File: src/sv/lcd_decimal_field_writer_macros.svh
// ----------------------------------------------------------------------------
// lcd decimal field writer assertion macros
// shared concurrent assertion forms for the block's own checks
// ----------------------------------------------------------------------------
`ifndef LCD_DECIMAL_FIELD_WRITER_MACROS_SVH
`define LCD_DECIMAL_FIELD_WRITER_MACROS_SVH

// same-cycle implication, off while in reset
`define LDFW_ASSERT_IMPLY(label, clk, rst_n, ante, cons) \
  label: assert property (@(posedge clk) disable iff (!rst_n) (ante) |-> (cons)) \
    else $error("%m: check failed");

// next-cycle implication, off while in reset
`define LDFW_ASSERT_NEXT(label, clk, rst_n, ante, cons) \
  label: assert property (@(posedge clk) disable iff (!rst_n) (ante) |=> (cons)) \
    else $error("%m: check failed");

`endif

File: src/sv/ldfw_pkg.sv
// ----------------------------------------------------------------------------
// ldfw_pkg
// types, constants and digit helpers of the lcd decimal field writer
// ----------------------------------------------------------------------------
package ldfw_pkg;

  localparam int unsigned MAX_BYTES = 6;

  localparam logic [7:0] CMD_HOME   = 8'h80;
  localparam logic [7:0] ASCII_ZERO = 8'd48;
  localparam logic [7:0] CHAR_ERROR = 8'h45;
  localparam logic [3:0] MAX_DIGITS = 4'd5;

  localparam logic [7:0] ROW_BASE [4] = '{8'h80, 8'hC0, 8'h94, 8'hD4};

  // floor(v / 100) for any 16-bit v as (v * Q100_MUL) >> Q100_SHIFT
  localparam logic [32:0] Q100_MUL   = 33'd83887;
  localparam int unsigned Q100_SHIFT = 23;

  typedef logic [2:0] count_t;

  typedef struct packed {
    logic       is_data;
    logic [7:0] code;
  } lcd_byte_t;

  typedef struct packed {
    count_t                        cnt;
    lcd_byte_t [MAX_BYTES-1:0]     bytes;
  } job_t;

  // tens and units of a value below 100, returned as {tens, units}
  function automatic logic [7:0] tens_units(input logic [6:0] x);
    logic [14:0] prod;
    logic [3:0]  tens;
    logic [6:0]  rem;
    prod = 15'(x) * 15'd205;
    tens = prod[14:11];
    rem  = x - 7'(tens) * 7'd10;
    return {tens, rem[3:0]};
  endfunction

endpackage

File: src/sv/ldfw_serializer.sv
// ----------------------------------------------------------------------------
// ldfw_serializer
// holds one byte list and hands it out one byte per transfer
// ----------------------------------------------------------------------------
`include "lcd_decimal_field_writer_macros.svh"

module ldfw_serializer (
  input  logic               clk,
  input  logic               rst_n,
  input  logic               load_valid,
  output logic               load_ready,
  input  ldfw_pkg::job_t     load_job,
  output logic               out_valid,
  input  logic               out_ready,
  output ldfw_pkg::lcd_byte_t out_byte,
  output logic               out_last
);

  logic                                          valid_r;
  logic                                          valid_nxt;
  ldfw_pkg::count_t                              cnt_r;
  ldfw_pkg::count_t                              idx_r;
  ldfw_pkg::count_t                              idx_nxt;
  ldfw_pkg::lcd_byte_t [ldfw_pkg::MAX_BYTES-1:0] bytes_r;
  logic                                          pop;
  logic                                          done;
  logic                                          load;

  assign out_last   = (idx_r == cnt_r - 3'd1);
  assign pop        = valid_r && out_ready;
  assign done       = pop && out_last;
  assign load_ready = !valid_r || done;
  assign load       = load_valid && load_ready;

  always_comb begin
    valid_nxt = valid_r;
    idx_nxt   = idx_r;
    if (load) begin
      valid_nxt = 1'b1;
      idx_nxt   = '0;
    end else if (done) begin
      valid_nxt = 1'b0;
    end else if (pop) begin
      idx_nxt = idx_r + 3'd1;
    end
  end

  always_ff @(posedge clk) begin
    if (!rst_n) begin
      valid_r <= 1'b0;
      idx_r   <= '0;
      cnt_r   <= '0;
    end else begin
      valid_r <= valid_nxt;
      idx_r   <= idx_nxt;
      if (load) begin
        cnt_r <= load_job.cnt;
      end
    end
  end

  always_ff @(posedge clk) begin
    if (load) begin
      bytes_r <= load_job.bytes;
    end
  end

  assign out_valid = valid_r;
  assign out_byte  = bytes_r[idx_r];

  `LDFW_ASSERT_IMPLY(idx_in_range, clk, rst_n, valid_r, idx_r < cnt_r)
  `LDFW_ASSERT_NEXT(held_until_last, clk, rst_n, valid_r && !(out_ready && out_last), valid_r && (cnt_r == $past(cnt_r)))
  `LDFW_ASSERT_IMPLY(load_not_empty, clk, rst_n, load, (load_job.cnt != '0) && (load_job.cnt <= 3'(ldfw_pkg::MAX_BYTES)))

endmodule

File: src/sv/lcd_decimal_field_writer.sv
// ----------------------------------------------------------------------------
// lcd_decimal_field_writer
// turns a row, column, value and digit count into character lcd bytes
// ----------------------------------------------------------------------------
// One request per input transfer; each request yields a cursor command byte
// (home, rows one to four, none for rows five to seven) followed by up to five
// ascii decimal digits or a single 'E', one byte per output transfer with
// tlast on the final byte. A request passes an input register and two
// conversion registers before its bytes are loaded into the byte serializer,
// so its first byte is offered only once it has passed all three. A request
// yields one to six bytes, and a request with no bytes is dropped at the second
// conversion register without a load; the byte serializer, which sends one
// byte per cycle while out_tready is high, sets the sustained rate. New
// requests are accepted every cycle while it keeps up.

module lcd_decimal_field_writer (
  input  logic        clk,
  input  logic        rst_n,
  input  logic        in_tvalid,
  output logic        in_tready,
  input  logic [31:0] in_tdata,   // row[2:0], column[10:3], value[26:11], digits[30:27]
  output logic        out_tvalid,
  input  logic        out_tready,
  output logic [7:0]  out_tdata,  // byte_out[7:0]
  output logic        out_tlast,
  output logic        out_tuser   // is_data[0]
);

  // input register
  logic        a_valid_r;
  logic [2:0]  a_row_r;
  logic [7:0]  a_column_r;
  logic [15:0] a_value_r;
  logic [3:0]  a_digits_r;
  logic        a_ready;

  // first conversion register
  logic        b_valid_r;
  logic        b_has_cmd_r;
  logic [7:0]  b_cmd_r;
  logic        b_err_r;
  logic [2:0]  b_nd_r;
  logic [15:0] b_value_r;
  logic [9:0]  b_q100_r;
  logic        b_ready;

  // second conversion register
  logic        c_valid_r;
  logic        c_has_cmd_r;
  logic [7:0]  c_cmd_r;
  logic        c_err_r;
  logic [2:0]  c_nd_r;
  logic [6:0]  c_r100_r;
  logic [6:0]  c_r2_r;
  logic [2:0]  c_d4_r;
  logic        c_ready;
  logic        c_adv;

  logic        home;
  logic        has_cmd;
  logic [2:0]  row_m1;
  logic [7:0]  cmd;
  logic [32:0] q_prod;
  logic [15:0] r100_full;
  logic [2:0]  d4;
  logic [9:0]  r2_full;
  logic [7:0]  lo_pair;
  logic [7:0]  hi_pair;
  logic [3:0]  dig [5];

  ldfw_pkg::job_t      job;
  logic                ser_ready;
  logic                load_valid;
  ldfw_pkg::lcd_byte_t ser_byte;

  // handshake chain
  assign c_adv     = c_valid_r && ((job.cnt == '0) || ser_ready);
  assign c_ready   = !c_valid_r || c_adv;
  assign b_ready   = !b_valid_r || c_ready;
  assign a_ready   = !a_valid_r || b_ready;
  assign in_tready = a_ready;

  always_ff @(posedge clk) begin
    if (!rst_n) begin
      a_valid_r <= 1'b0;
      b_valid_r <= 1'b0;
      c_valid_r <= 1'b0;
    end else begin
      if (a_ready) begin
        a_valid_r <= in_tvalid;
      end
      if (b_ready) begin
        b_valid_r <= a_valid_r;
      end
      if (c_ready) begin
        c_valid_r <= b_valid_r;
      end
    end
  end

  always_ff @(posedge clk) begin
    if (in_tvalid && a_ready) begin
      a_row_r    <= in_tdata[2:0];
      a_column_r <= in_tdata[10:3];
      a_value_r  <= in_tdata[26:11];
      a_digits_r <= in_tdata[30:27];
    end
  end

  // cursor command and hundreds quotient
  assign home    = (a_row_r == 3'd0) || (a_column_r == 8'd0);
  assign has_cmd = home || (a_row_r <= 3'd4);
  assign row_m1  = a_row_r - 3'd1;
  assign cmd     = home ? ldfw_pkg::CMD_HOME
                        : ldfw_pkg::ROW_BASE[row_m1[1:0]] + a_column_r - 8'd1;
  assign q_prod  = 33'(a_value_r) * ldfw_pkg::Q100_MUL;

  always_ff @(posedge clk) begin
    if (a_valid_r && b_ready) begin
      b_has_cmd_r <= has_cmd;
      b_cmd_r     <= cmd;
      b_err_r     <= (a_digits_r > ldfw_pkg::MAX_DIGITS);
      b_nd_r      <= a_digits_r[2:0];
      b_value_r   <= a_value_r;
      b_q100_r    <= q_prod[ldfw_pkg::Q100_SHIFT +: 10];
    end
  end

  // remainders and leading digit
  assign r100_full = b_value_r - 16'(b_q100_r) * 16'd100;

  always_comb begin
    if (b_q100_r >= 10'd600) begin
      d4 = 3'd6;
    end else if (b_q100_r >= 10'd500) begin
      d4 = 3'd5;
    end else if (b_q100_r >= 10'd400) begin
      d4 = 3'd4;
    end else if (b_q100_r >= 10'd300) begin
      d4 = 3'd3;
    end else if (b_q100_r >= 10'd200) begin
      d4 = 3'd2;
    end else if (b_q100_r >= 10'd100) begin
      d4 = 3'd1;
    end else begin
      d4 = 3'd0;
    end
  end

  assign r2_full = b_q100_r - 10'(d4) * 10'd100;

  always_ff @(posedge clk) begin
    if (b_valid_r && c_ready) begin
      c_has_cmd_r <= b_has_cmd_r;
      c_cmd_r     <= b_cmd_r;
      c_err_r     <= b_err_r;
      c_nd_r      <= b_nd_r;
      c_r100_r    <= r100_full[6:0];
      c_r2_r      <= r2_full[6:0];
      c_d4_r      <= d4;
    end
  end

  // byte list
  assign lo_pair = ldfw_pkg::tens_units(c_r100_r);
  assign hi_pair = ldfw_pkg::tens_units(c_r2_r);
  assign dig[0]  = lo_pair[3:0];
  assign dig[1]  = lo_pair[7:4];
  assign dig[2]  = hi_pair[3:0];
  assign dig[3]  = hi_pair[7:4];
  assign dig[4]  = {1'b0, c_d4_r};

  always_comb begin
    logic [2:0] t;
    logic [2:0] pos;
    job.cnt = 3'(c_has_cmd_r) + (c_err_r ? 3'd1 : c_nd_r);
    for (int j = 0; j < ldfw_pkg::MAX_BYTES; j++) begin
      t   = 3'(j) - 3'(c_has_cmd_r);
      pos = c_nd_r - 3'd1 - t;
      if (c_has_cmd_r && (j == 0)) begin
        job.bytes[j] = {1'b0, c_cmd_r};
      end else if (c_err_r) begin
        job.bytes[j] = {1'b1, ldfw_pkg::CHAR_ERROR};
      end else if (pos < 3'd5) begin
        job.bytes[j] = {1'b1, ldfw_pkg::ASCII_ZERO + {4'd0, dig[pos]}};
      end else begin
        job.bytes[j] = {1'b1, ldfw_pkg::ASCII_ZERO};
      end
    end
  end

  assign load_valid = c_valid_r && (job.cnt != '0);

  ldfw_serializer u_serializer (
    .clk        (clk),
    .rst_n      (rst_n),
    .load_valid (load_valid),
    .load_ready (ser_ready),
    .load_job   (job),
    .out_valid  (out_tvalid),
    .out_ready  (out_tready),
    .out_byte   (ser_byte),
    .out_last   (out_tlast)
  );

  assign out_tdata = ser_byte.code;
  assign out_tuser = ser_byte.is_data;

endmodule

File: config.mk
export PLATFORM = sky130hd
export DESIGN_NAME = lcd_decimal_field_writer
export DESIGN_NICKNAME = d
export VERILOG_FILES = /design/src/sv/ldfw_pkg.sv /design/src/sv/ldfw_serializer.sv /design/src/sv/lcd_decimal_field_writer.sv
export VERILOG_INCLUDE_DIRS = /design/src /design/src/sv
export SDC_FILE = /design/constraint.sdc
export NUM_CORES = 1
export LEC_CHECK = 0
export ABC_AREA = 1
export BUFFER_PORTS_ARGS = -buffer_cell sky130_fd_sc_hd__buf_4
export CORE_MARGIN = 5
export CORE_UTILIZATION = 54
export DETAILED_ROUTE_END_ITERATION = 6
export PLACE_DENSITY = 0.83
export REMOVE_ABC_BUFFERS = 1
export SYNTH_ARGS = -nofsm -noshare
export SYNTH_HDL_FRONTEND = slang
export SYNTH_SLANG_ARGS = --single-unit
File: constraint.sdc
create_clock -name clk -period 5.4 [get_ports clk]
set_input_delay 0.27 -clock clk [delete_from_list [all_inputs] [get_ports clk]]
set_output_delay 0.27 -clock clk [all_outputs]
set_load 0.1 [all_outputs]
---- Word level (Yosys, flattened, before mapping) ----
Index checks and enable logic that the tools add are counted.
cells by class
  $add $sub $neg .......................... 29
  multipliers ............................. 7
  order comparisons ....................... 22
  equality and inequality tests ........... 1
  muxes and demuxes ....................... 40
  bitwise gates (word level) .............. 14
  reductions and logical operators ........ 31
operators by type and width
  cell                                                                     count
  4-bit binary-select mux with 3-bit select                                6
  7-bit two-way mux                                                        7
  4-bit two-way mux                                                        12
  6-bit by 4-bit adder with 7-bit output (first input constant)            6
  16-bit by 17-bit multiplier with 33-bit output (second input constant)   1
  10-bit by 9-bit >= comparator with 1-bit output (second input constant)  3
  7-bit by 8-bit multiplier with 15-bit output (second input constant)     2
  9-bit binary-select mux with 3-bit select                                1
  4-bit >= comparator (second input constant)                              6
  8-bit two-way mux                                                        3
  3-bit inverter with 4-bit output                                         6
  3-bit less-than comparator (second input constant)                       6
  3-bit subtractor                                                         6
  8-bit binary-select mux with 2-bit select                                1
  7-bit subtractor                                                         2
  3-bit two-way mux                                                        4
  2-bit OR reduction                                                       6
  10-bit >= comparator (second input constant)                             1
  10-bit by 7-bit >= comparator with 1-bit output (second input constant)  1
  10-bit by 8-bit >= comparator with 1-bit output (second input constant)  1
  10-bit by 5-bit multiplier with 5-bit output (second input constant)     1
  9-bit two-way mux                                                        1
  8-bit adder                                                              1
  1-bit logical AND                                                        8
  27 further kinds                                                         52
word-level totals
  bits in registers ....................... 155
  input port bits ......................... 36
  word-level logic and storage cells ...... 184

---- Depth between registers and ports, before layout ----
Gate-level depths: netlist of the first run.
  word-level depth ........................ 10
  gate-level depth with buffers ........... 28
  gate-level depth less buffers ........... 28

---- Cells and area by module ----
A second synthesis of the first run with hierarchy kept.
second synthesis, totals
  cell total of the unflattened synthesis .. 1542
  area total of the unflattened synthesis .. 14575.2 sq um
by module, submodules not included
  module                    times used  cells each  area each (sq um)
  lcd_decimal_field_writer  1           1331        12127.9
  ldfw_serializer           1           211         2447.3

---- Worst setup path before layout of the first run ----
No wires, ideal clock.
  path type ............................... reg2reg
  start ................................... register a_value_r[14]
  end ..................................... register b_q100_r[3], data pin
  arrival time ............................ 5.062 ns
  setup slack ............................. 0.079 ns
  cell stages (with the launch flop) ...... 18
  buffers on the path ..................... 0
  clock period less this slack ............ 5.321 ns
  path through ............................ edfxtp_1 -> fa_1 -> inv_1 -> fa_1 -> inv_1 -> fa_1 -> fa_1 -> fa_1 -> inv_1 -> fa_1 -> inv_1 -> ha_1 -> a21o_1 -> a21oi_1 -> o21ai_0 -> a221oi_1 -> nand2_1 -> xor2_1
between the ends
  cells in the longest elaborated chain, start to end .. 1
RTL lines
  item                                            line                             RTL
  start, declared                                 lcd_decimal_field_writer.sv:33   logic [15:0] a_value_r;
  start signal, assigned                          lcd_decimal_field_writer.sv:105  a_value_r <= in_tdata[26:11];
  16-bit by 17-bit multiplier with 33-bit output  lcd_decimal_field_writer.sv:116  assign q_prod = 33'(a_value_r) * ldfw_pkg::Q100_MUL;
  named net q_prod[26]                            lcd_decimal_field_writer.sv:63   logic [32:0] q_prod;
  end signal, assigned                            lcd_decimal_field_writer.sv:125  b_q100_r <= q_prod[ldfw_pkg::Q100_SHIFT +: 10];
  end, declared                                   lcd_decimal_field_writer.sv:44   logic [9:0] b_q100_r;
The timed path passes the listed nets, and every way through them passes these cells.
A chain may end at the register's enable or synchronous reset.

---- Final worst setup path of the first run ----
  start ................................... register a_value_r[6]
  end ..................................... register b_q100_r[9], data pin
Same word-level chain as after synthesis.

==> results.yml, run 1 <==
clocking:
  ctsRootBufferMaster: "clkbuf_16"
  htreeDepth: 4
  path_clk_slew_ps: 70
  cts_buffers: 17
  cts_tree: "done"
  clk_path_buf_depth: 2
  cts_sinks: 132
  clock_latency_ps: 440
timing:
  worst_pin_slew_ps: 1120
  maxSlewViolCount: 0
  holdWs_ps: 10.8
  finalSetupViolations: 0
  timing.slew.headroom_pct: 25.1
  grt_setup_unrepaired: "true"
  finalHoldViolCount: 0
  skew_ps: 18.4
  fin_crit_sh_pct: 99.9
  max_freq_mhz: 185
  fin_crit_ps: 5390
die:
  initial_utilization_pct: 54.9
  rows: 58
  die-area_um2: 29000
  die_y_um: 170
  ios: 48
  fp.dieW_um: 170
  core_area_um2: 25300
worst_setup_path:
  reg2reg_depth: 20
  worstSetupPathType: "reg -> reg"
  worstPathMaxFanout: 4
  cp.arrival_ps: 5570
  r2r_slack_ps: 7
  r2r_start: "a_value_r[6]"
  startpoint_type: "flop"
  crit_required_ps: 5580
  regToRegEndpoint: "b_q100_r[9]"
  endpoint_kind: "flop"
run_status:
  outcome: "finished, final reports clean"
place:
  place_area_um2: 14800
  portBuffers: 46
  hpwl_mm: 24.8
  place_congestion: 0.939
  place_inst: 1921
route:
  drt-pass1-iter-count: 7
  vias_per_cell: 5.35
  vias: 10500
  drt_iter0_markers: 785
  antenna_left: 0
  wl_per_cell_um: 15.9
  post-route-drc-count: 0
  routed_wl_mm: 31.2
finish:
  fin_nets: 2017
  finish.instance_area_um2: 15800
  syn_to_final_growth_pct: 14.2
  fin_util_pct: 62.7
  layout-drive-gt1-share_pct: 12.4
  fin_cells: 1968
  diodes: 0
synth:
  synth.area.top_cells: "edfxtp_1, ha_1, fa_1"
  syn_inst: 1523
  yosys_warnings: 0
  synthFlopType: "edfxtp_1"
  async_flop_share_pct: 0
  ys_ff_latch: 132
  synthTopCellsByCount: "inv_1, ha_1, nand2_1, edfxtp_1, fa_1"
  ys_types: 45
  synth.top_cell.area_share_pct: 26.4
  synth_top_cell_by_area: "edfxtp_1"
  avgSynthCellArea_um2: 9.10
  synth_edf_count: 122
  synth.most_common_cell: "inv_1"
  yosysSeqAreaShare_pct: 27.9
  syn_area_um2: 13900
min_path:
  holdPathEnd: "a_value_r[1]"
  hold_start: "in_tdata[12]"
  hold_class: "in -> reg"
  holdPathStages: 1
global_route:
  grt_use_met2_pct: 41.8
  grt.busiest_layer: "met2"
  grt_pass1_wl_mm: 51.3
  grt_pass1_vias: 10900
  grt_usage_pct: 22.0
  grt_max_degree: 35
  antenna_found_initial: 0
  met1_usage_pct: 25.7
  grt_overflow: 0
  use_met3_pct: 2.95
flow_run:
  max_cap_violations: 0
==> worst max-delay path: stages (launching register included) <==
cell and delay, ps:
edfxtp_1 420, fa_1 570, inv_1 80, fa_1 500, inv_1 60, fa_1 520
fa_1 440, fa_1 540, inv_1 60, fa_1 540, inv_1 70, ha_4 300
nand2_1 120, nor2_4 110, nand2_1 70, o21ai_1 140, nand2_1 80, o211ai_1 180
nand2_1 140, nand3b_1 130, nand2_1 70
==> stage by stage <==
| stage | setup TNS (ps) | setup slack [ps] |
|---|---|---|
| finish | 0 | 6.63 |
| global route | -718 | -179 |
| CTS | 0 | 12.3 |
| detailed placement | -204 | -124 |
| global placement | -15.7 | -15.7 |
| floorplan | 0 | 79.5 |
==> final cells by class <==
type                            count  area (µm²)
Sequential cell                   132        3860
Fill cell                        1916        9420
Inverter                          365        1370
Multi-Input combinational cell   1012        8830
Clock buffer                       19         475
Tap cell                          330         413
Timing Repair Buffer               97         738
Clock inverter                     13         141
==> worst max path at each step <==
| stage | startpoint | endpoint | slack, ps |
|---|---|---|---|
| 4_1_cts | a_value_r[15] | b_q100_r[9] | 10 |
| 3_5_place_dp | a_value_r[13] | b_q100_r[9] | -120 |
| 6_report | a_value_r[6] | b_q100_r[9] | 7 |
| 3_3_place_gp | a_value_r[13] | b_q100_r[9] | -20 |
| 2_1_floorplan | a_value_r[14] | b_q100_r[3] | 80 |
| 5_1_grt | a_value_r[6] | b_q100_r[9] | -180 |
==> timing repair <==
item                                    4_1_cts  5_1_grt
buffers inserted                              3        8
hold endpoints to repair                      3        1
pin swaps                                     7       32
endpoints found under the setup margin        5       10
resized for setup                             7       43
hold buffers                                  3        1
==> registers in the layout, summed over array words and instances (netlist names), 4 cells and up <==
| signal | cells |
|---|---|
| a_column_r | 8 |
| a_digits_r | 4 |
| a_value_r | 16 |
| b_cmd_r | 8 |
| b_q100_r | 10 |
| b_value_r | 7 |
| c_cmd_r | 8 |
| c_r100_r | 7 |
| c_r2_r | 7 |
| u_serializer.bytes_r | 31 |
==> cell families (layout without fill, tap and decap cells) <==
| family | Yosys count | in the layout | share of synthesized area, % |
|---|---|---|---|
| fa+ha+maj | 356 | 356 | 38.6 |
| simple gates | 448 | 448 | 13.9 |
| buf+inv | 379 | 494 | 10.4 |
| flops | 132 | 132 | 27.9 |
| compound gates | 177 | 177 | 7.22 |
| xor+xnor | 31 | 31 | 1.96 |
==> placed cells by master, fill, tap and decap left out, types with 10 or more instances in the layout <==
cell       instances
a21oi_1           59
buf_4             93
clkbuf_16         19
dfxtp_1           10
edfxtp_1         122
fa_1             115
ha_1             224
ha_4              13
inv_1            352
inv_2             12
nand2_1          226
nand2_2           14
nand3_1           67
nor2_1            91
o21ai_0           55
o21ai_1           11
xor2_1            22
==> metal layers <==
metal	vias up	part of all wire [%]
met3	94	3.6
met2	277	54
li1	5104	-
met4	0	3.0
met1	5047	40
met5	-	0
Power of run 1 is not shown: default switching activity piles up to over one toggle a cycle in this logic, so the estimate is an artifact.
==> inputs of run 2 (changes only) <==
--- a/config.mk
+++ b/config.mk
@@ -8,7 +8,6 @@
 export LEC_CHECK = 0
 export ABC_AREA = 1
 export BUFFER_PORTS_ARGS = -buffer_cell sky130_fd_sc_hd__buf_4
-export CORE_MARGIN = 5
 export CORE_UTILIZATION = 54
 export DETAILED_ROUTE_END_ITERATION = 6
 export PLACE_DENSITY = 0.83
==> run 2 against run 1 <==
  * The flow now finishes with violations (design-rule violations, negative setup slack)
  * Via count decreased by 0.26%
  * Sequential share of layout area up 0.25 points
  * Maximum frequency down 0.61%
  * Register-to-register slack worse by 30 ps
  * Clock skew fell by 8.1 ps
  * Cell area is 1.0% lower
  * Final cell count shrank 0.51%
  * Die area is 9.2% lower
  * Setup slack got worse by 33 ps
  * Largest cell class unchanged
==> results.yml, run 2 (synthesized netlist as in run 1, its figures left out) <==
run_status:
  outcome: "complete, but fails checks"
  violations: "design-rule violations, negative setup slack"
clocking:
  cts_buffers: 17
  path_clk_slew_ps: 70
  clock_latency_ps: 430
  cts_tree: "done"
  htreeDepth: 4
  cts_sinks: 132
  clk_path_buf_depth: 2
  ctsRootBufferMaster: "clkbuf_16"
die:
  core_area_um2: 25200
  rows: 58
  ios: 48
  die-area_um2: 26300
  initial_utilization_pct: 55.0
  die_y_um: 162
  fp.dieW_um: 162
worst_setup_path:
  regToRegEndpoint: "b_q100_r[1]"
  worstSetupPathType: "reg -> reg"
  worstPathCellList: "fa_1 > inv_2 > fa_1 > inv_2 > fa_1 > fa_1 > fa_1 > inv_2 > fa_1 > inv_2 > ha_4 > a21o_1 > a211oi_2 > o21ai_2 > nand2_1 > o211ai_1 > buf_4 > xor2_1"
  reg2reg_depth: 18
  r2r_slack_ps: -30
  cp.arrival_ps: 5600
  startpoint_type: "flop"
  critPathMaxStageDelay_ps: 600
  crit_slowest_cell: "fa_1"
  endpoint_kind: "flop"
  r2r_start: "a_value_r[13]"
  crit_required_ps: 5580
  worstPathMaxFanout: 3
  cp_num_buf_inv: 5
  critPathTopFamily: "adder cells"
  cp_num_cells: 18
  crit_top_cell: "fa_1"
finish:
  fin_cells: 1958
  nFillCells: 1884
  most-common-layout-cells: "inv_1, ha_1, nand2_1"
  syn_to_final_growth_pct: 13.1
  reg_top3: "u_serializer.bytes_r x31, a_value_r x16, b_q100_r x10"
  final_common_cell: "inv_1"
  regMostFlops: "u_serializer.bytes_r"
  layout-drive-gt1-share_pct: 12.1
  largest_reg_flops: 31
  fin_util_pct: 62.2
  diodes: 0
  fin_nets: 2007
timing:
  fin_crit_ps: 5430
  worst_pin_slew_ps: 1170
  skew_ps: 10.4
  holdWs_ps: 12.2
  maxSlewViolCount: 0
  finalHoldViolCount: 0
  finalSetupViolations: 2
  timing.final.ws_setup_ps: -26.4
  fin_crit_sh_pct: 100
  max_freq_mhz: 184
  timing.slew.headroom_pct: 21.9
  grt_setup_unrepaired: "true"
global_route:
  antenna_found_initial: 0
  grt_overflow: 0
  grt_pass1_vias: 11000
  grt_pass1_wl_mm: 49.5
  grt_max_degree: 35
  grt_usage_pct: 24.0
min_path:
  holdPathEnd: "a_value_r[6]"
  hold_class: "in -> reg"
  holdPathStages: 1
  hold_start: "in_tdata[17]"
route:
  drt_iter0_markers: 699
  vias_per_cell: 5.36
  post-route-drc-count: 2
  drt-pass1-iter-count: 7
  antenna_left: 0
  wl_per_cell_um: 15.8
  routed_wl_mm: 30.9
  vias: 10500
place:
  portBuffers: 46
  hpwl_mm: 24.5
  place_inst: 1916
  place_congestion: 0.977
flow_run:
  max_cap_violations: 0
-- run 2: cell types whose count changed in the layout (fill, tap and decap cells not counted), moves of 3 or more --
cell,previous run,this run
ha_1,224,228
ha_4,13,9
inv_1,352,349
inv_8,6,0
buf_4,93,83
inv_2,12,15
-- run 2: how the worst max path moves through the flow --
stage                     slack, ps     endpoint          start
final                           -30  b_q100_r[1]  a_value_r[13]
after global routing           -170  b_q100_r[1]   a_value_r[3]
after CTS                         9  b_q100_r[3]  a_value_r[10]
after detailed placement       -120  b_q100_r[5]  a_value_r[13]
after global placement            1  b_q100_r[9]  a_value_r[13]
after floorplan                  80  b_q100_r[3]  a_value_r[14]
-- run 2: final cells by class --
type                    instances  area [µm²]  share of cell area [%]
clock buffers                  20         447                    2.85
clock inverters                12         120                   0.767
inverters                     365        1370                    8.74
multi-input cells            1012        8790                    56.1
flip-flops and latches        132        3860                    24.7
well taps                     330         413                    2.63
repair buffers                 87         664                    4.24
-- run 2: worst register-to-register path: cells and delay by family (launching register included) --
family | cells | cell delay (ps)
adder cells (fa/ha/maj) | 7 | 3460
XOR/XNOR | 1 | 130
buffers and inverters | 5 | 410
flip-flops | 1 | 410
AO/OA/AOI/OAI | 4 | 710
AND/OR/NAND/NOR | 1 | 80
-- run 2: metal layers --
metal  up-vias  GRT usage (%)  wire length, µm
met2       298           45.8            16600
li1       5086              -                -
met5         -              0                0
met1      5017           25.6            12000
met3        94           3.98             1120
met4         0           10.6             1090
-- run 2: stage by stage --
stage                     worst slack, ps  area (µm²)  setup TNS [ps]
after global routing                 -172       15700           -1110
final                               -26.4       15700           -26.5
after CTS                            9.15       15400               0
after floorplan                      79.5       13800               0
after detailed placement             -119       14800            -389
after global placement               1.16       14800               0
-- run 2: timing repair --
action | 4_1_cts | 5_1_grt
hold buffers | 0 | 3
buffers inserted | 3 | 4
gates resized for setup | 7 | 48
setup endpoints to repair | 7 | 10
endpoints found under the hold margin | 0 | 3
pin swaps | 12 | 27
Power of run 2 is left out for the same reason.
